### config.mk
export PLATFORM = sky130hd
export DESIGN_NAME = button_debounce_click_hold
export DESIGN_NICKNAME = d
export VERILOG_FILES = /design/src/bdch_pkg.sv /design/src/button_debounce_click_hold.sv /design/src/bdch_cfg.sv /design/src/bdch_core.sv
export SDC_FILE = /design/constraint.sdc
export NUM_CORES = 1
export LEC_CHECK = 0
export BUFFER_PORTS_ARGS = -buffer_cell sky130_fd_sc_hd__buf_2
export CAP_MARGIN = 20
export CORE_MARGIN = 5
export CORE_UTILIZATION = 48
export CTS_BUF_LIST = sky130_fd_sc_hd__clkbuf_2
export CTS_CLUSTER_DIAMETER = 120
export CTS_CLUSTER_SIZE = 20
export DETAILED_ROUTE_END_ITERATION = 7
export PLACE_DENSITY_LB_ADDON = 0.15
export SYNTH_ARGS = -nofsm -noshare
export SYNTH_HDL_FRONTEND = slang
export SYNTH_SLANG_ARGS = --single-unit
### constraint.sdc
create_clock -name aclk -period 11.3 [get_ports aclk]
set_clock_uncertainty 0.2 [all_clocks]
set_input_delay 3.39 -clock aclk [delete_from_list [all_inputs] [get_ports aclk]]
set_output_delay 3.39 -clock aclk [all_outputs]
set_load 0.03 [all_outputs]
### src/bdch_pkg.sv
// ----------------------------------------------------------------------------
// bdch_pkg
// Shared types and constants of the button debouncer with click and hold
// detection: field widths, register indexes, reset values and structs.
// ----------------------------------------------------------------------------
package bdch_pkg;

    // fixed field widths
    localparam int TIME_W    = 32;
    localparam int CFG_W     = 16;
    localparam int CFG_IDX_W = 2;

    // register indexes of the configuration port
    typedef enum logic [CFG_IDX_W-1:0] {
        REG_IDLE_HIGH    = 2'd0,
        REG_SETTLE_TICKS = 2'd1,
        REG_CLICK_WINDOW = 2'd2,
        REG_HOLD_TICKS   = 2'd3
    } cfg_index_t;

    // reset values of the timing registers
    localparam logic [CFG_W-1:0] SETTLE_TICKS_RST = 16'd50;
    localparam logic [CFG_W-1:0] CLICK_WINDOW_RST = 16'd500;
    localparam logic [CFG_W-1:0] HOLD_TICKS_RST   = 16'd2000;

    // configuration seen by the core
    typedef struct packed {
        logic             idle_high;
        logic [CFG_W-1:0] settle_ticks;
        logic [CFG_W-1:0] click_window;
        logic [CFG_W-1:0] hold_ticks;
    } cfg_t;

    // one result beat
    typedef struct packed {
        logic pressed;
        logic press_event;
        logic release_event;
        logic click_event;
        logic hold_event;
    } result_t;

endpackage

### src/button_debounce_click_hold.sv
// ----------------------------------------------------------------------------
// button_debounce_click_hold
// Button debouncer with press, release, click and hold events per scan sample.
// ----------------------------------------------------------------------------
// Each input beat is one scan sample (pin level and tick time) and yields
// exactly one result beat. A sample is taken every cycle unless m_ready stalls
// the result channel: an input register feeds the single-pass debounce logic,
// whose result lands in an output register, so throughput is one beat per cycle
// while m_ready keeps up. The output register lets a new sample enter
// while a result waits for m_ready. Deadlines are TICK_BITS+1 bits wide and
// tick wrap is not handled. Write configuration only while the block is idle.
module button_debounce_click_hold #(
    parameter int TICK_BITS = 32
) (
    input  logic                          aclk,
    input  logic                          aresetn,
    // sample channel
    input  logic                          s_valid,
    output logic                          s_ready,
    input  logic                          s_pin_level,
    input  logic [bdch_pkg::TIME_W-1:0]    s_time_now,
    // result channel
    output logic                          m_valid,
    input  logic                          m_ready,
    output logic                          m_pressed,
    output logic                          m_press_event,
    output logic                          m_release_event,
    output logic                          m_click_event,
    output logic                          m_hold_event,
    // configuration write port
    input  logic                          cfg_wr_en,
    input  logic [bdch_pkg::CFG_IDX_W-1:0] cfg_wr_index,
    input  logic [bdch_pkg::CFG_W-1:0]     cfg_wr_data
);
    import bdch_pkg::*;

    cfg_t    cfg;
    result_t result;

    logic              in_valid_reg, in_valid_next;
    logic              in_level_reg;
    logic [TIME_W-1:0] in_time_reg;
    logic              out_valid_reg, out_valid_next;
    result_t           out_reg;
    logic              advance;

    // a beat moves on when the output register is free or being drained
    assign advance = in_valid_reg && (!out_valid_reg || m_ready);
    assign s_ready = !in_valid_reg || advance;

    always_comb begin
        in_valid_next = in_valid_reg;
        if (s_valid && s_ready) begin
            in_valid_next = 1'b1;
        end else if (advance) begin
            in_valid_next = 1'b0;
        end
    end

    always_comb begin
        out_valid_next = out_valid_reg;
        if (advance) begin
            out_valid_next = 1'b1;
        end else if (m_ready) begin
            out_valid_next = 1'b0;
        end
    end

    // control registers
    always_ff @(posedge aclk) begin
        if (!aresetn) begin
            in_valid_reg  <= 1'b0;
            out_valid_reg <= 1'b0;
        end else begin
            in_valid_reg  <= in_valid_next;
            out_valid_reg <= out_valid_next;
        end
    end

    // input sample register
    always_ff @(posedge aclk) begin
        if (s_valid && s_ready) begin
            in_level_reg <= s_pin_level;
            in_time_reg  <= s_time_now;
        end
    end

    // result register
    always_ff @(posedge aclk) begin
        if (advance) begin
            out_reg <= result;
        end
    end

    bdch_cfg u_cfg (
        .aclk         (aclk),
        .aresetn      (aresetn),
        .cfg_wr_en    (cfg_wr_en),
        .cfg_wr_index (cfg_wr_index),
        .cfg_wr_data  (cfg_wr_data),
        .cfg          (cfg)
    );

    bdch_core #(
        .TICK_BITS (TICK_BITS)
    ) u_core (
        .aclk      (aclk),
        .aresetn   (aresetn),
        .step_en   (advance),
        .pin_level (in_level_reg),
        .time_now  (in_time_reg),
        .cfg       (cfg),
        .result    (result)
    );

    assign m_valid         = out_valid_reg;
    assign m_pressed       = out_reg.pressed;
    assign m_press_event   = out_reg.press_event;
    assign m_release_event = out_reg.release_event;
    assign m_click_event   = out_reg.click_event;
    assign m_hold_event    = out_reg.hold_event;

endmodule

### src/bdch_cfg.sv
// ----------------------------------------------------------------------------
// bdch_cfg
// Configuration register file: idle level, debounce, click and hold times.
// ----------------------------------------------------------------------------
module bdch_cfg (
    input  logic                          aclk,
    input  logic                          aresetn,
    input  logic                          cfg_wr_en,
    input  logic [bdch_pkg::CFG_IDX_W-1:0] cfg_wr_index,
    input  logic [bdch_pkg::CFG_W-1:0]     cfg_wr_data,
    output bdch_pkg::cfg_t                cfg
);
    import bdch_pkg::*;

    cfg_t cfg_reg;
    cfg_t cfg_next;

    // register write decode
    always_comb begin
        cfg_next = cfg_reg;
        if (cfg_wr_en) begin
            unique case (cfg_index_t'(cfg_wr_index))
                REG_IDLE_HIGH:    cfg_next.idle_high    = cfg_wr_data[0];
                REG_SETTLE_TICKS: cfg_next.settle_ticks = cfg_wr_data;
                REG_CLICK_WINDOW: cfg_next.click_window = cfg_wr_data;
                REG_HOLD_TICKS:   cfg_next.hold_ticks   = cfg_wr_data;
                default:          cfg_next = cfg_reg;
            endcase
        end
    end

    always_ff @(posedge aclk) begin
        if (!aresetn) begin
            cfg_reg.idle_high    <= 1'b0;
            cfg_reg.settle_ticks <= SETTLE_TICKS_RST;
            cfg_reg.click_window <= CLICK_WINDOW_RST;
            cfg_reg.hold_ticks   <= HOLD_TICKS_RST;
        end else begin
            cfg_reg <= cfg_next;
        end
    end

    assign cfg = cfg_reg;

endmodule

### src/bdch_core.sv
// ----------------------------------------------------------------------------
// bdch_core
// Debounce state and event logic: takes one sample per step, updates the
// accepted level and the deadlines, and produces the result beat.
// ----------------------------------------------------------------------------
module bdch_core #(
    parameter int TICK_BITS = 32
) (
    input  logic                        aclk,
    input  logic                        aresetn,
    input  logic                        step_en,
    input  logic                        pin_level,
    input  logic [bdch_pkg::TIME_W-1:0] time_now,
    input  bdch_pkg::cfg_t              cfg,
    output bdch_pkg::result_t           result
);
    import bdch_pkg::*;

    localparam int DL_W = TICK_BITS + 1;

    logic            accepted_level_reg, accepted_level_next;
    logic            hold_reported_reg,  hold_reported_next;
    logic [DL_W-1:0] debounce_deadline_reg, debounce_deadline_next;
    logic [DL_W-1:0] click_deadline_reg,    click_deadline_next;
    logic [DL_W-1:0] hold_deadline_reg,     hold_deadline_next;

    logic                 level;
    logic [TICK_BITS-1:0] now_tick;
    logic [DL_W-1:0]      now_ext;
    logic [DL_W-1:0]      debounce_after;
    logic [DL_W-1:0]      click_after;
    logic [DL_W-1:0]      hold_after;
    logic                 press_ev, release_ev, click_ev, hold_ev;

    // sample level and time in the deadline domain
    assign level          = pin_level ^ cfg.idle_high;
    assign now_tick       = TICK_BITS'(time_now);
    assign now_ext        = DL_W'(now_tick);
    assign debounce_after = now_ext + DL_W'(cfg.settle_ticks);
    assign click_after    = now_ext + DL_W'(cfg.click_window);
    assign hold_after     = now_ext + DL_W'(cfg.hold_ticks);

    // accept decision, then the hold check on the updated state
    always_comb begin
        accepted_level_next    = accepted_level_reg;
        hold_reported_next     = hold_reported_reg;
        debounce_deadline_next = debounce_deadline_reg;
        click_deadline_next    = click_deadline_reg;
        hold_deadline_next     = hold_deadline_reg;
        press_ev   = 1'b0;
        release_ev = 1'b0;
        click_ev   = 1'b0;
        hold_ev    = 1'b0;
        if (level != accepted_level_reg) begin
            if (now_ext >= debounce_deadline_reg) begin
                accepted_level_next = level;
                if (level) begin
                    click_deadline_next = click_after;
                    hold_deadline_next  = hold_after;
                    hold_reported_next  = 1'b0;
                    press_ev            = 1'b1;
                end else begin
                    release_ev = 1'b1;
                    click_ev   = (now_ext < click_deadline_reg);
                end
            end
        end else begin
            debounce_deadline_next = debounce_after;
        end
        if (accepted_level_next && !hold_reported_next &&
            (now_ext >= hold_deadline_next)) begin
            hold_reported_next = 1'b1;
            hold_ev            = 1'b1;
        end
    end

    // state update, one step per sample
    always_ff @(posedge aclk) begin
        if (!aresetn) begin
            accepted_level_reg    <= 1'b0;
            hold_reported_reg     <= 1'b0;
            debounce_deadline_reg <= '0;
            click_deadline_reg    <= '0;
            hold_deadline_reg     <= '0;
        end else if (step_en) begin
            accepted_level_reg    <= accepted_level_next;
            hold_reported_reg     <= hold_reported_next;
            debounce_deadline_reg <= debounce_deadline_next;
            click_deadline_reg    <= click_deadline_next;
            hold_deadline_reg     <= hold_deadline_next;
        end
    end

    assign result.pressed       = accepted_level_next;
    assign result.press_event   = press_ev;
    assign result.release_event = release_ev;
    assign result.click_event   = click_ev;
    assign result.hold_event    = hold_ev;

    // checks
    a_click_with_release: assert property (@(posedge aclk) disable iff (!aresetn)
        step_en && result.click_event |-> result.release_event)
        else $error("click without release");

    a_press_release_excl: assert property (@(posedge aclk) disable iff (!aresetn)
        step_en |-> !(result.press_event && result.release_event))
        else $error("press and release in one beat");

    a_hold_while_pressed: assert property (@(posedge aclk) disable iff (!aresetn)
        step_en && result.hold_event |-> result.pressed)
        else $error("hold while released");

    a_hold_marked: assert property (@(posedge aclk) disable iff (!aresetn)
        step_en && result.hold_event |=> hold_reported_reg)
        else $error("hold not marked as reported");

    a_edge_updates_level: assert property (@(posedge aclk) disable iff (!aresetn)
        step_en && (result.press_event || result.release_event)
        |=> accepted_level_reg == $past(result.press_event))
        else $error("accepted level does not follow event");

endmodule
== Word level (Yosys, flattened, before mapping) ==
Index checks and enable logic that the tools add are counted.
Storage, ports and cells
  bits in registers: 190
  input port bits: 56
  output and inout port bits: 7
  word-level logic and storage cells: 67
Cells by class
  add/subtract/negate cells: 3
  magnitude comparators: 3
  equal/unequal tests: 4
  multiplexer cells: 16
  bitwise operators: 3
  reduce and logical (&&, ||, !) cells: 20
Operators with widths (number)
  adder 32 x 16 -> 33 bit: 3
  2-to-1 mux 33 bit: 3
  greater-or-equal comparator 32 x 33 -> 1 bit: 2
  < comparator 32 x 33 -> 1 bit: 1
  2-to-1 mux 1 bit: 13
  AND reduction 2 bit: 6
  equality test 2 bit (second input constant): 2
  logical AND 1 bit: 4
  AND reduction 4 bit: 1
  nonzero test 2 bit: 2
  zero test 1 bit: 3
  OR reduction 3 bit: 1
  equality test 2 x 1 -> 1 bit (second input constant): 1
  zero test 2 bit: 1
  logical OR 1 bit: 2
  NOT 1 bit: 2
  != test 1 bit: 1
  XOR 1 bit: 1

== Longest topological paths before layout ==
Gate-level depths: netlist of run 1.
  depth after elaboration: 8
  gate-level depth with buffers: 20
  mapped depth without buffers: 19

== Modules after synthesis ==
A second synthesis of run 1 with hierarchy kept.
Unflattened totals
  cell total of the unflattened synthesis: 1412
  area, all modules: 12468.2 um^2
Modules (own cells, without submodules)
  bdch_core: instances 1, cells an instance 1173, area each 9227.6 um^2, sequential area each 2021.9 um^2
  bdch_cfg: instances 1, cells an instance 192, area each 1995.7 um^2, sequential area each 980.9 um^2
  button_debounce_click_hold: instances 1, cells an instance 47, area each 1244.9 um^2, sequential area each 1181.1 um^2

== Worst setup path after synthesis of run 1 ==
OpenSTA, ideal clock, no wires.
  kind: in2out
  start: input port m_ready
  end: output port s_ready
  arrival: 3.793 ns
  required time: 7.710 ns
  path slack: 3.917 ns
  stages: 2
  buffers on the path: 0
  path through: nor2b_1 -> nand2_1
Between the ends
  longest elaborated chain between the ends: 3
RTL lines
  from (decl): RTL line button_debounce_click_hold.sv:24  | input logic m_ready,
  logical OR 1 bit: RTL line button_debounce_click_hold.sv:48  | assign advance = in_valid_reg && (!out_valid_reg || m_ready);
  logical AND 1 bit: RTL line button_debounce_click_hold.sv:48
  logical OR 1 bit: RTL line button_debounce_click_hold.sv:49  | assign s_ready = !in_valid_reg || advance;
  to (decl): RTL line button_debounce_click_hold.sv:19  | output logic s_ready,
No other way between the ends.

== Final worst setup path of run 1 ==
Same ends and word-level chain as after synthesis.

==> results.md, run 1 <==
* Crit end category: primary output
* First-pass GRT wire length at 51,200 um
* DRC violations left at 0
* Syn Nets at 1,633
* Pleak at 5.01 nW
* Total power at ~1.5 mW
* CP Cell Sequence: buf_2 -> nor2b_1 -> nand2_1 -> buf_2
* Number of global-route vias before repair at roughly 10,000
* Cell count after synthesis at ~1,400
* Cell Pwr Density at between 100 and 150 nW/um^2
* R2R depth at 18
* Worst slew pin tran at roughly 1.1 ns
* Row count at 58
* I/O Buffers at 62
* DR vias at between 10,000 and 15,000
* Clock Path Buffers at 2
* Clk root buf: clkbuf_2
* Max Clk Rate at between 100 and 150 MHz
* Setup Viol. Count Final at 0
* Layout cells sized above 1 at 8.41%
* Placed cell areas at about 13,000 sq um
* Synth area leader: dfxtp_1
* Total CTS buffers at 17
* Sequential share of the synthesized area at approximately 34%
* Psw at just over 0.5 mW
* Area of the multi-input gates at between 7000 and 8000 sq um
* Max reg flops at just under 50
* Max Cap Violations at 0
* Post-synth EDFFs at 38
* Most frequent CP cell: buf_2
* Reg2reg setup slack at ~5.7 ns
* Avg Inst Size Synth at between 8 and 9 sq um
* Design Area, Final at 13,000 sq um
* Library cells used by synthesis at 77
* Syn-to-layout area delta at 6.86%
* Initial Util at 48.4%
* Routed wire length per instance at ~18 um
* Chip height at 169 um
* Clk slew on worst S/H paths at 0.29 ns
* Nets at roughly 1,700
* Final Hold Viols at 0
* CTS H-tree lvls at 4
* Hold Crit Start: u_core.debounce_deadline_reg[8]
* Area share of the largest cell type after synthesis at roughly 25%
* Gr ovfl total at 0
* WP data arrival at approximately 4 ns
* Post-CTS setup repair buffer count at 0
* Reg area at roughly 4200 sq um
* Antenna viol nets, final at 0
* Status: finished, final reports clean
* Fillers at around 2,400
* Int Pwr at 0.966 mW
* Die area at around 29,000 sq um
* WP data required at around 7.7 ns
* CP max-delay cell: nor2b_1
* Final wirelength at around 32,000 um
* CTS Sinks at 190
* Clock power share at 25.0%
* Logic gate share of total power at about a quarter
* Total track usage at 22.3%
* Die width at around 170 um
* IO Pins at 63
* Drt first-iter violations at ~600
* Final setup margin at about 3.7 ns
* Headroom to the max-slew limit at between 20% and 30%
* Ranking of synthesized cells by area: dfxtp_1 25%, ha_1 15%, edfxtp_1 9.4%
* Hold Path End: u_core.debounce_deadline_reg[8]
* HP Class: flip-flop to flip-flop
* Hold Buf Count CTS at 0
* Largest net degree at the start of global routing at 64
* Hpwl dp at between 20,000 and 25,000 um
* Post-layout min period at between 7 and 8 ns
* Most used DFF post-synth: dfxtp_1
* RSZ-0062 raised after global routing: false
* Worst hold stages at 2
* TritonCTS clock tree: done
* Flop pwr share at between 50% and 60%
* CP Launch Type: input port
* Sw Share at a little over a third
* Core Area at 25,000 sq um
* Via density at between 5 and 6
* Initial antenna violation count at 1
* Latest clock arrival within the worst-skew pair at slightly below 0.8 ns
* Async set-or-reset flop fraction in the synthesized netlist at 0%
* DRT Pass-1 Iters at 4
* Post-CTS resize count at 0
* Worst path bufs/invs at 2
* RR Endpoint: m_hold_event
* Worst slack at placement at 3.73 ns
* Max Slew Vio Count at 0
* Final TNS setup at 0 ns
* Crit path kind: input port to primary output
* Crit-path max FO at 4
* Top delay family on crit path: simple AND/OR/NAND/NOR gates
* Cell area after synthesis at around 12,000 sq um
* Max VDD drop at ~0.000075 V
* #FFs+latches synth at 190
* Final period utilization at 67.0%
* Yosys warns at 0
* Global placer's final weighted congestion at a little under 0.9
* Worst r2r src: in_time_reg[14]
* Critical path's largest stage delay at between 0.2 and 0.25 ns
-- worst min-delay path, cell delays in order, from the launching register on --
cell and delay [ns]:
dfxtp_1 0.38, nand2_1 0.05, a21oi_1 0.05
-- routing by layer --
layer,wire [um],global-route usage (%),part of all wire [%],up-vias
met5,0,0,0,-
met4,664,5.82,2.1,0
met3,1120,2.92,3.5,41
met2,15700,39.5,49,212
met1,14400,28.6,45,4806
li1,-,-,-,5229
-- worst max path at each step --
| stage | startpoint | to | slack [ns] | cells past startpoint |
|---|---|---|---|---|
| 2_1_floorplan | m_ready | s_ready | 3.92 | 2 |
| 3_3_place_gp | m_ready | s_ready | 3.76 | 4 |
| 3_5_place_dp | m_ready | s_ready | 3.73 | 4 |
| 4_1_cts | m_ready | s_ready | 3.73 | 4 |
| 5_1_grt | m_ready | s_ready | 3.68 | 4 |
| 6_report | m_ready | s_ready | 3.73 | 4 |
-- stage by stage --
| step | hold slack [ns] | cells | util (%) |
|---|---|---|---|
| floorplan | 0.232 | 1430 | - |
| global placement | 0.240 | 1770 | 50.7 |
| detailed placement | 0.248 | 1771 | 50.7 |
| CTS | 0.276 | 1803 | 51.7 |
| global route | 0.300 | 1805 | 51.8 |
| finish | 0.273 | 1805 | 51.8 |
-- cells in the final DEF (no fill, tap or decap), types with 11 or more instances in the layout --
cell      count
a21oi_1     130
o21ai_1      24
buf_2        62
a211oi_1     20
nand2b_1     15
or3_1        21
buf_4        11
nand4_1      22
mux2i_1      43
inv_1        88
clkbuf_2     17
ha_1        144
nor3_1       20
a31oi_1      30
o21ai_0      80
nor2_1       98
edfxtp_1     38
nand3_1      39
xnor2_1      42
nand2_1     174
a21o_1       34
dfxtp_1     152
-- cells in the mapped netlist (3+ instances only) --
master    number
nand2_1      174
dfxtp_1      152
ha_1         144
a21oi_1      130
nor2_1        99
inv_1         88
o21ai_0       80
clkbuf_1      48
mux2i_1       43
xnor2_1       42
nand3_1       39
edfxtp_1      38
a21o_1        34
a31oi_1       30
o21ai_1       24
nand4_1       22
or3_1         21
a211oi_1      20
nor3_1        20
nand2b_1      15
a311oi_1      10
buf_2         10
nor2b_1       10
o21a_1         9
o31a_1         9
xor2_1         9
a31o_1         7
and3_1         7
o211ai_1       7
nor4_1         6
and2_1         5
o31ai_1        5
a211o_1        4
a221oi_1       4
nand3b_1       4
o21bai_1       4
or2_2          4
fa_1           3
o22ai_1        3
or3b_1         3
or4_1          3
-- final cells by class --
| cell class | count | area share [%] |
|---|---|---|
| inverters | 89 | 2.59 |
| repair buffers | 73 | 3.03 |
| clock inverters | 15 | 1.35 |
| well taps | 330 | 3.19 |
| clock buffers | 17 | 0.656 |
| diodes | 1 | 0.0193 |
| multi-input cells | 1090 | 56.9 |
| flip-flops and latches | 190 | 32.3 |
-- power groups by stage --
stage               Clock, mW  Combinational [mW]  Sequential (mW)
global route            0.408               0.393            0.768
CTS                     0.385               0.347            0.763
detailed placement          0               0.345            0.776
global placement            0               0.338            0.775
finish                  0.371               0.347            0.763
floorplan                   0               0.260            0.762
-- cell families after synthesis --
family                     count (synthesis)  synth area share (%)
AOI/OAI and AO/OA                        405                  20.8
xor gates and xnor gates                  51                  3.68
adders and majority gates                147                  15.3
buffers and inverters                    150                  4.84
DFF                                      190                  34.5
muxes                                     45                  3.73
and+or+nand+nor                          442                  17.1
Note: power is estimated with default switching activity, not from simulation.
==> run 2, diff against run 1 <==
--- a/config.mk
+++ b/config.mk
@@ -5,6 +5,7 @@
 export SDC_FILE = /design/constraint.sdc
 export NUM_CORES = 1
 export LEC_CHECK = 0
+export ABC_AREA = 1
 export BUFFER_PORTS_ARGS = -buffer_cell sky130_fd_sc_hd__buf_2
 export CAP_MARGIN = 20
 export CORE_MARGIN = 5
==> constraint.sdc (replaced) <==
create_clock -name aclk -period 7.6 [get_ports aclk]
set_clock_uncertainty 0.2 [all_clocks]
set_input_delay 2.28 -clock aclk [delete_from_list [all_inputs] [get_ports aclk]]
set_output_delay 2.28 -clock aclk [all_outputs]
set_load 0.03 [all_outputs]
==> run 2 against run 1 <==
Effect of this change:
- total power grew 57%
- via count grew 14%
- clock power grew 46%
==> results.md, run 2 <==
* Status: finished, final reports clean (unchanged)
* Logic gate share of total power at 26.6% (was 23.4%)
* Pleak at 6.33 nW (was 5.01 nW)
* Placed cell areas at 13,500 sq um (was 12,700 sq um)
* Max reg flops at 49 (unchanged)
* Most common cell after layout, fill and taps aside: nand2_1 (unchanged)
* Most used DFF post-synth: dfxtp_1 (unchanged)
* Synth area leader: dfxtp_1 (unchanged)
* CP max-delay cell: buf_2 (was nor2b_1)
* CP Launch Type: input port (unchanged)
* Syn-to-layout area delta at 6.15% (was 6.86%)
* Routed wire length per instance at 17.5 um (was 17.7 um)
* Max Slew Vio Count at 0 (unchanged)
* Psw at 0.884 mW (was 0.515 mW)
* Post-CTS resize count at 0 (unchanged)
* Int Pwr at 1.43 mW (was 0.966 mW)
* Most common cell in the netlist: nand2_1 (unchanged)
* Sequential share of the synthesized area at 32.3% (was 34.5%)
* HP Class: flip-flop to flip-flop (unchanged)
* Final Hold Viols at 0 (unchanged)
* Final wirelength at 37,800 um (was 31,900 um)
* WP data required at 5.12 ns (was 7.71 ns)
* Hold Buf Count CTS at 0 (unchanged)
* Initial antenna violation count at 1 (unchanged)
* RSZ-0062 raised after global routing: false (unchanged)
* Die width at 174 um (was 169 um)
* WP data arrival at 2.72 ns (was 3.98 ns)
* Nets at 2,005 (was 1,664)
* Core Area at 26,700 sq um (was 25,000 sq um)
* Total power at 2.32 mW (was 1.48 mW)
* Final TNS setup at 0 ns (unchanged)
* Worst slew pin tran at 1.01 ns (was 1.13 ns)
* Cell Pwr Density at 169 nW/um^2 (was 114 nW/um^2)
* Count of non-filler cells in the finished layout at 2,158 (was 1,805)
* Library cells used by synthesis at 63 (was 77)
* Design Area, Final at 13,800 sq um (was 13,000 sq um)
* Most frequent CP cell: buf_2 (unchanged)
* Antenna viol nets, final at 0 (unchanged)
* Number of global-route vias before repair at 10,800 (was 9,811)
* Ranking of synthesized cells by area: dfxtp_1 23%, ha_1 14%, edfxtp_1 8.8% (was dfxtp_1 25%, ha_1 15%, edfxtp_1 9.4%)
* Yosys warns at 0 (unchanged)
* Sw Share at 38.2% (was 34.8%)
* Cell area after synthesis at 13,000 sq um (was 12,100 sq um)
* Final setup margin at 2.40 ns (was 3.73 ns)
* Top cells by count, synth: 292 x nand2_1, 266 x inv_1, 173 x a21oi_1, 158 x nor2_1, 152 x dfxtp_1 (was 174 x nand2_1, 152 x dfxtp_1, 144 x ha_1, 130 x a21oi_1, 99 x nor2_1)
* #FFs+latches synth at 190 (unchanged)
* Clock Path Buffers at 2 (unchanged)
* DRT Pass-1 Iters at 5 (was 4)
* Placed cells at 2,123 (was 1,771)
* Total track usage at 24.8% (was 22.3%)
* DRC violations left at 0 (unchanged)
* Drt first-iter violations at 1,113 (was 618)
* Row count at 60 (was 58)
* Hold WS at 0.278 ns (was 0.273 ns)
* Max VDD drop at 0.000106 V (was 0.0000746 V)
* Via density at 5.42 (was 5.70)
* Flop pwr share at 50.1% (was 51.5%)
* CTS H-tree lvls at 4 (unchanged)
* Hpwl dp at 28,900 um (was 23,800 um)
* Final Util at 51.5% (was 51.8%)
* Crit path kind: input port to primary output (unchanged)
* Headroom to the max-slew limit at 32.3% (was 24.2%)
* Critical path's largest stage delay at 0.19 ns (was 0.22 ns)
* Clk root buf: clkbuf_2 (unchanged)
* First-pass GRT wire length at 59,600 um (was 51,200 um)
* Setup Viol. Count Final at 0 (unchanged)
* DR vias at 11,700 (was 10,300)
* Clock power share at 23.3% (was 25.0%)
* Chip height at 174 um (was 169 um)
* Async set-or-reset flop fraction in the synthesized netlist at 0% (unchanged)
* Clk slew on worst S/H paths at 0.29 ns (about the same)
* Area share of the largest cell type after synthesis at 23.5% (was 25.1%)
* Worst slack at placement at 2.39 ns (was 3.73 ns)
* Die area at 30,400 sq um (was 28,500 sq um)
* Latest clock arrival within the worst-skew pair at 0.82 ns (was 0.78 ns)
* TritonCTS clock tree: done (unchanged)
* Crit end category: primary output (unchanged)
* Most frequent cells in the layout: 292 x nand2_1, 266 x inv_1, 173 x a21oi_1 (was 174 x nand2_1, 152 x dfxtp_1, 144 x ha_1)
* Global placer's final weighted congestion at 0.918 (was 0.867)
* IO Pins at 63 (unchanged)
* Gr ovfl total at 0 (unchanged)
* Worst path bufs/invs at 3 (was 2)
* CP Cell Sequence: buf_2 -> inv_1 -> nand3_1 -> buf_2 (was buf_2 -> nor2b_1 -> nand2_1 -> buf_2)
* Layout cells sized above 1 at 9.20% (was 8.41%)
* Post-synth EDFFs at 38 (unchanged)
* CTS Sinks at 190 (unchanged)
* Crit-path max FO at 3 (was 4)
* Max Clk Rate at 192 MHz
* Total CTS buffers at 17 (unchanged)
* Post-layout min period at 5.20 ns
* Cell count after synthesis at 1,763 (was 1,430)
* Top delay family on crit path: buffers and inverters (was simple AND/OR/NAND/NOR gates)
* Initial Util at 48.5% (was 48.4%)
* Max Cap Violations at 0 (unchanged)
* Avg Inst Size Synth at 7.35 sq um (was 8.48 sq um)
* Final period utilization at around two thirds
* Syn Nets at 1,966 (was 1,633)
* Largest net degree at the start of global routing at 70 (was 64)
* Post-CTS setup repair buffer count at 0 (unchanged)
* I/O Buffers at 62 (unchanged)
## run 2: cell count changes after synthesis, moves of 21 or more
cell,change
nor2_1,+59
inv_1,+178
a21oi_1,+43
nand3_1,+37
mux2i_1,-43
or3_1,-21
a21o_1,-25
o21ai_0,+62
nand2_1,+118
xnor2_1,-28
xor2_1,+33
## run 2: per-layer routing
metal | vias to the layer above | global-route usage (%) | part of all wire, %
met1 | 5391 | 36.8 | 49
li1 | 5950 | - | -
met3 | 38 | 3.81 | 6.1
met5 | - | 0 | 0
met2 | 327 | 38.4 | 44
met4 | 0 | 5.05 | 1.7
## run 2: final timing paths
kind / cells after the start / slack (ns) / end / startpoint
worst min register to register: 2 / 0.28 / u_core.click_deadline_reg[13] / u_core.click_deadline_reg[13]
worst max-delay path: 4 / 2.40 / s_ready / m_ready
worst min-delay path: 2 / 0.28 / u_core.click_deadline_reg[13] / u_core.click_deadline_reg[13]
worst max register to register: 27 / 2.86 / u_core.hold_reported_reg / in_time_reg[30]
## run 2: cell families after synthesis
group                    count (synthesis)  synth area share [%]
AO/OA/AOI/OAI                          433                  18.7
XOR/XNOR                                56                  3.79
adder cells (fa/ha/maj)                147                  14.4
buffers and inverters                  326                  10.1
flip-flops                             190                  32.3
AND/OR/NAND/NOR                        611                  20.7
## run 2: layout make-up
class,count,area (sq um)
Timing Repair Buffer,69,375
Fill cell,2694,13000
Clock buffer,17,85.1
Antenna cell,2,5.00
Tap cell,341,427
Sequential cell,190,4180
Inverter,277,1050
Clock inverter,15,166
Multi-Input combinational cell,1247,7460
## run 2: power by group through the flow
stage / Sequential [mW] / Clock [mW] / Combinational, mW
detailed placement: 1.18 / 0 / 0.610
global placement: 1.18 / 0 / 0.599
floorplan: 1.15 / 0 / 0.466
CTS: 1.16 / 0.554 / 0.614
finish: 1.16 / 0.541 / 0.617
global route: 1.17 / 0.604 / 0.706
## run 2: worst register-to-register path: stages (launching register included)
cell      delay (ns)
edfxtp_1        0.67
ha_1            0.40
nand2_1         0.07
nor2_1          0.10
nand3_1         0.20
nor2_1          0.16
nand3_1         0.14
nand2_1         0.11
nor2_2          0.07
nand3_4         0.12
nand2_4         0.13
inv_8           0.32
nand3_1         0.20
o21ai_1         0.14
inv_1           0.07
ha_1            0.27
inv_1           0.04
nor4b_1         0.43
nand2_1         0.11
nand2_1         0.09
nand2_1         0.05
nand2_1         0.06
nand2_1         0.05
nand2_1         0.06
nand2_1         0.07
nand2_1         0.07
nand3_1         0.08
a21oi_1         0.18
==> run 3, diff against run 2 <==
--- a/config.mk
+++ b/config.mk
@@ -5,7 +5,7 @@
 export SDC_FILE = /design/constraint.sdc
 export NUM_CORES = 1
 export LEC_CHECK = 0
-export ABC_AREA = 1
+export ABC_AREA = 0
 export BUFFER_PORTS_ARGS = -buffer_cell sky130_fd_sc_hd__buf_2
 export CAP_MARGIN = 20
 export CORE_MARGIN = 5
==> constraint.sdc (replaced) <==
create_clock -name aclk -period 5.1 [get_ports aclk]
set_clock_uncertainty 0.2 [all_clocks]
set_input_delay 1.53 -clock aclk [delete_from_list [all_inputs] [get_ports aclk]]
set_output_delay 1.53 -clock aclk [all_outputs]
set_load 0.03 [all_outputs]
==> run 3 against run 2 <==
Effect of this change:
- first-iteration DRC count fell by 35%
- combinational power rose by 35%
- die area fell by 6.0%
- sequential cell count did not move
- critical endpoint is now m_hold_event
- largest power group unchanged
- sequential share of layout area rose by 1.1 points
- clock power rose by 66%
- critical path type is now flip-flop to flip-flop
- register-to-register slack got worse by 2.6 ns
- setup slack got worse by 2.1 ns
==> results.md, run 3 (same netlist as run 1, synthesis figures left out) <==
* Max Clk Rate at 208 MHz
* WP data arrival at 5.17 ns (was 2.72 ns)
* Total track usage at 23.6% (was 24.8%)
* DRT Pass-1 Iters at 6 (was 5)
* Max reg flops at 49 (unchanged)
* Sw Share at 34.6% (was 38.2%)
* Setup Viol. Count Final at 0 (unchanged)
* Initial antenna violation count at 1 (unchanged)
* Initial Util at 48.4% (was 48.5%)
* Gr ovfl total at 0 (unchanged)
* CP Cell Sequence: ha_1 -> a21oi_1 -> a31oi_1 -> a311o_1 -> a311o_2 -> a31oi_4 -> buf_4 -> o21ai_1 -> a31o_1 -> ha_1 -> nor2b_1 -> o21ai_0 -> nand2b_1 -> a31oi_1 -> o211ai_1 -> a21oi_1 -> nor2_1 (was buf_2 -> inv_1 -> nand3_1 -> buf_2)
* Worst hold stages at 2 (unchanged)
* Final Hold Viols at 0 (unchanged)
* Psw at 1.17 mW (was 0.884 mW)
* Routed wire length per instance at 18.4 um (was 17.5 um)
* Hpwl dp at 25,500 um (was 28,900 um)
* Hold WS at 0.271 ns (was 0.278 ns)
* Worst r2r src: in_time_reg[4] (was in_time_reg[30])
* Int Pwr at 2.22 mW (was 1.43 mW)
* Number of global-route vias before repair at 9,811 (was 10,800)
* Die width at 169 um (was 174 um)
* Status: finished, final reports clean (unchanged)
* Die area at 28,500 sq um (was 30,400 sq um)
* Largest net degree at the start of global routing at 60 (was 70)
* RSZ-0062 raised after global routing: false (unchanged)
* Worst slack at placement at 0.462 ns (was 2.39 ns)
* Row count at 58 (was 60)
* Pleak at 5.20 nW (was 6.33 nW)
* Met1 usage at 30.2% (was 36.8%)
* Cell Pwr Density at 256 nW/um^2 (was 169 nW/um^2)
* Reg2reg setup slack at 0.28 ns (was 2.86 ns)
* Flop pwr share at 49.0% (was 50.1%)
* Syn-to-layout area delta at 9.43% (was 6.15%)
* IO Pins at 63 (unchanged)
* DRC violations left at 0 (unchanged)
* Global placer's final weighted congestion at 0.915 (was 0.918)
* Most common cell after layout, fill and taps aside: nand2_1 (unchanged)
* Clk root buf: clkbuf_2 (unchanged)
* Latest clock arrival within the worst-skew pair at 0.81 ns (was 0.82 ns)
* First-pass GRT wire length at 53,100 um (was 59,600 um)
* Clock power share at 26.4% (was 23.3%)
* Crit-path max FO at 11 (was 3)
* I/O Buffers at 62 (unchanged)
* Post-layout min period at slightly below 5 ns
* Busiest layer in global routing: met2 (unchanged)
* Final TNS setup at 0 ns (unchanged)
* Final setup margin at 0.282 ns (was 2.40 ns)
* Headroom to the max-slew limit at 25.5% (was 32.3%)
* Core Area at 25,000 sq um (was 26,700 sq um)
* Max Slew Vio Count at 0 (unchanged)
* Critical path's largest stage delay at 0.47 ns (was 0.19 ns)
* Max VDD drop at 0.000193 V (was 0.000106 V)
* Max Cap Violations at 0 (unchanged)
* Placed cell areas at 12,900 sq um (was 13,500 sq um)
* Clk slew on worst S/H paths at 0.35 ns (was 0.29 ns)
* M3 GR Usage at 3.36% (was 3.81%)
* CTS H-tree lvls at 4 (unchanged)
* Final wirelength at 33,800 um (was 37,800 um)
* CP Launch Type: flip-flop (was input port)
* Worst slew pin tran at 1.11 ns (was 1.01 ns)
* R2R depth at 17 (was 27)
* Nets at 1,698 (was 2,005)
* Drt first-iter violations at 718 (was 1,113)
* Hold Path End: u_core.debounce_deadline_reg[11] (was u_core.click_deadline_reg[13])
* Most frequent cells in the layout: 174 x nand2_1, 152 x dfxtp_1, 144 x ha_1 (was 292 x nand2_1, 266 x inv_1, 173 x a21oi_1)
* RR Endpoint: m_hold_event (was u_core.hold_reported_reg)
* Final period utilization at roughly 94%
* Layout cells sized above 1 at 10.5% (was 9.20%)
* Crit path kind: flip-flop to flip-flop (was input port to primary output)
* CTS Sinks at 190 (unchanged)
* DR vias at 10,500 (was 11,700)
* CP max-delay cell: edfxtp_1 (was buf_2)
* Top delay family on crit path: compound AO/OA/AOI/OAI gates (was buffers and inverters)
* Worst path bufs/invs at 1 (was 3)
* Via density at 5.72 (was 5.42)
* Hold Buf Count CTS at 0 (unchanged)
* Chip height at 169 um (was 174 um)
* Crit end category: flip-flop (was primary output)
* WP data required at 5.45 ns (was 5.12 ns)
* TritonCTS clock tree: done (unchanged)
* Clock Path Buffers at 2 (unchanged)
* HP Class: flip-flop to flip-flop (unchanged)
* Total CTS buffers at 17 (unchanged)
* Hold Crit Start: u_core.debounce_deadline_reg[11] (was u_core.click_deadline_reg[13])
* GR Util met2 at 42.5% (was 38.4%)
* Design Area, Final at 13,300 sq um (was 13,800 sq um)
* Logic gate share of total power at 24.6% (was 26.6%)
* Antenna viol nets, final at 0 (unchanged)
==> run 3: per-layer routing <==
metal | vias to the layer above | share of wire (%)
met5 | - | 0
met4 | 0 | 1.3
met3 | 30 | 4.6
met2 | 236 | 49
met1 | 4966 | 45
li1 | 5290 | -
==> run 3: area by class of cell <==
| class | instances | area [sq um] |
|---|---|---|
| diodes | 1 | 2.50 |
| multi-input cells | 1090 | 7370 |
| well taps | 330 | 413 |
| clock buffers | 17 | 85.1 |
| flip-flops and latches | 190 | 4180 |
| repair buffers | 107 | 661 |
| clock inverters | 15 | 219 |
| inverters | 89 | 335 |
| fillers | 2454 | 11800 |
==> run 3: worst reg2reg max path: cells and delay by family, from the launching register on <==
family,cells,cell delay [ns]
adder cells (fa/ha/maj),2,0.64
AND/OR/NAND/NOR,3,0.31
AO/OA/AOI/OAI,11,2.77
buffers and inverters,1,0.19
flip-flops,1,0.47
==> run 3: worst max path at each step <==
stage | cells after the start | slack [ns] | startpoint | end
2_1_floorplan | 19 | 0.76 | in_time_reg[1] | m_hold_event
3_3_place_gp | 18 | 0.53 | in_time_reg[2] | m_hold_event
3_5_place_dp | 18 | 0.46 | in_time_reg[0] | m_hold_event
4_1_cts | 16 | 0.37 | in_time_reg[2] | u_core.hold_reported_reg
5_1_grt | 17 | 0.006 | in_time_reg[4] | m_hold_event
6_report | 17 | 0.28 | in_time_reg[4] | m_hold_event
==> run 3: power groups by stage <==
| stage | combinational, mW | clock, mW | sequential [mW] |
|---|---|---|---|
| global placement | 0.815 | 0 | 1.69 |
| finish | 0.835 | 0.896 | 1.66 |
| global route | 0.937 | 0.989 | 1.67 |
| CTS | 0.830 | 0.925 | 1.66 |
| floorplan | 0.576 | 0 | 1.69 |
| detailed placement | 0.824 | 0 | 1.69 |
==> run 3: through the flow <==
stage	util, %	std cells	power (mW)
after floorplan	-	1430	2.26
after global routing	53.0	1839	3.60
after global placement	51.7	1802	2.50
after CTS	52.9	1834	3.42
final	53.0	1839	3.39
after detailed placement	51.7	1802	2.51
==> run 3: what timing repair did <==
item	CTS	global route
endpoints found under the setup margin	0	1
gates resized for setup	0	0
buffers inserted	0	3
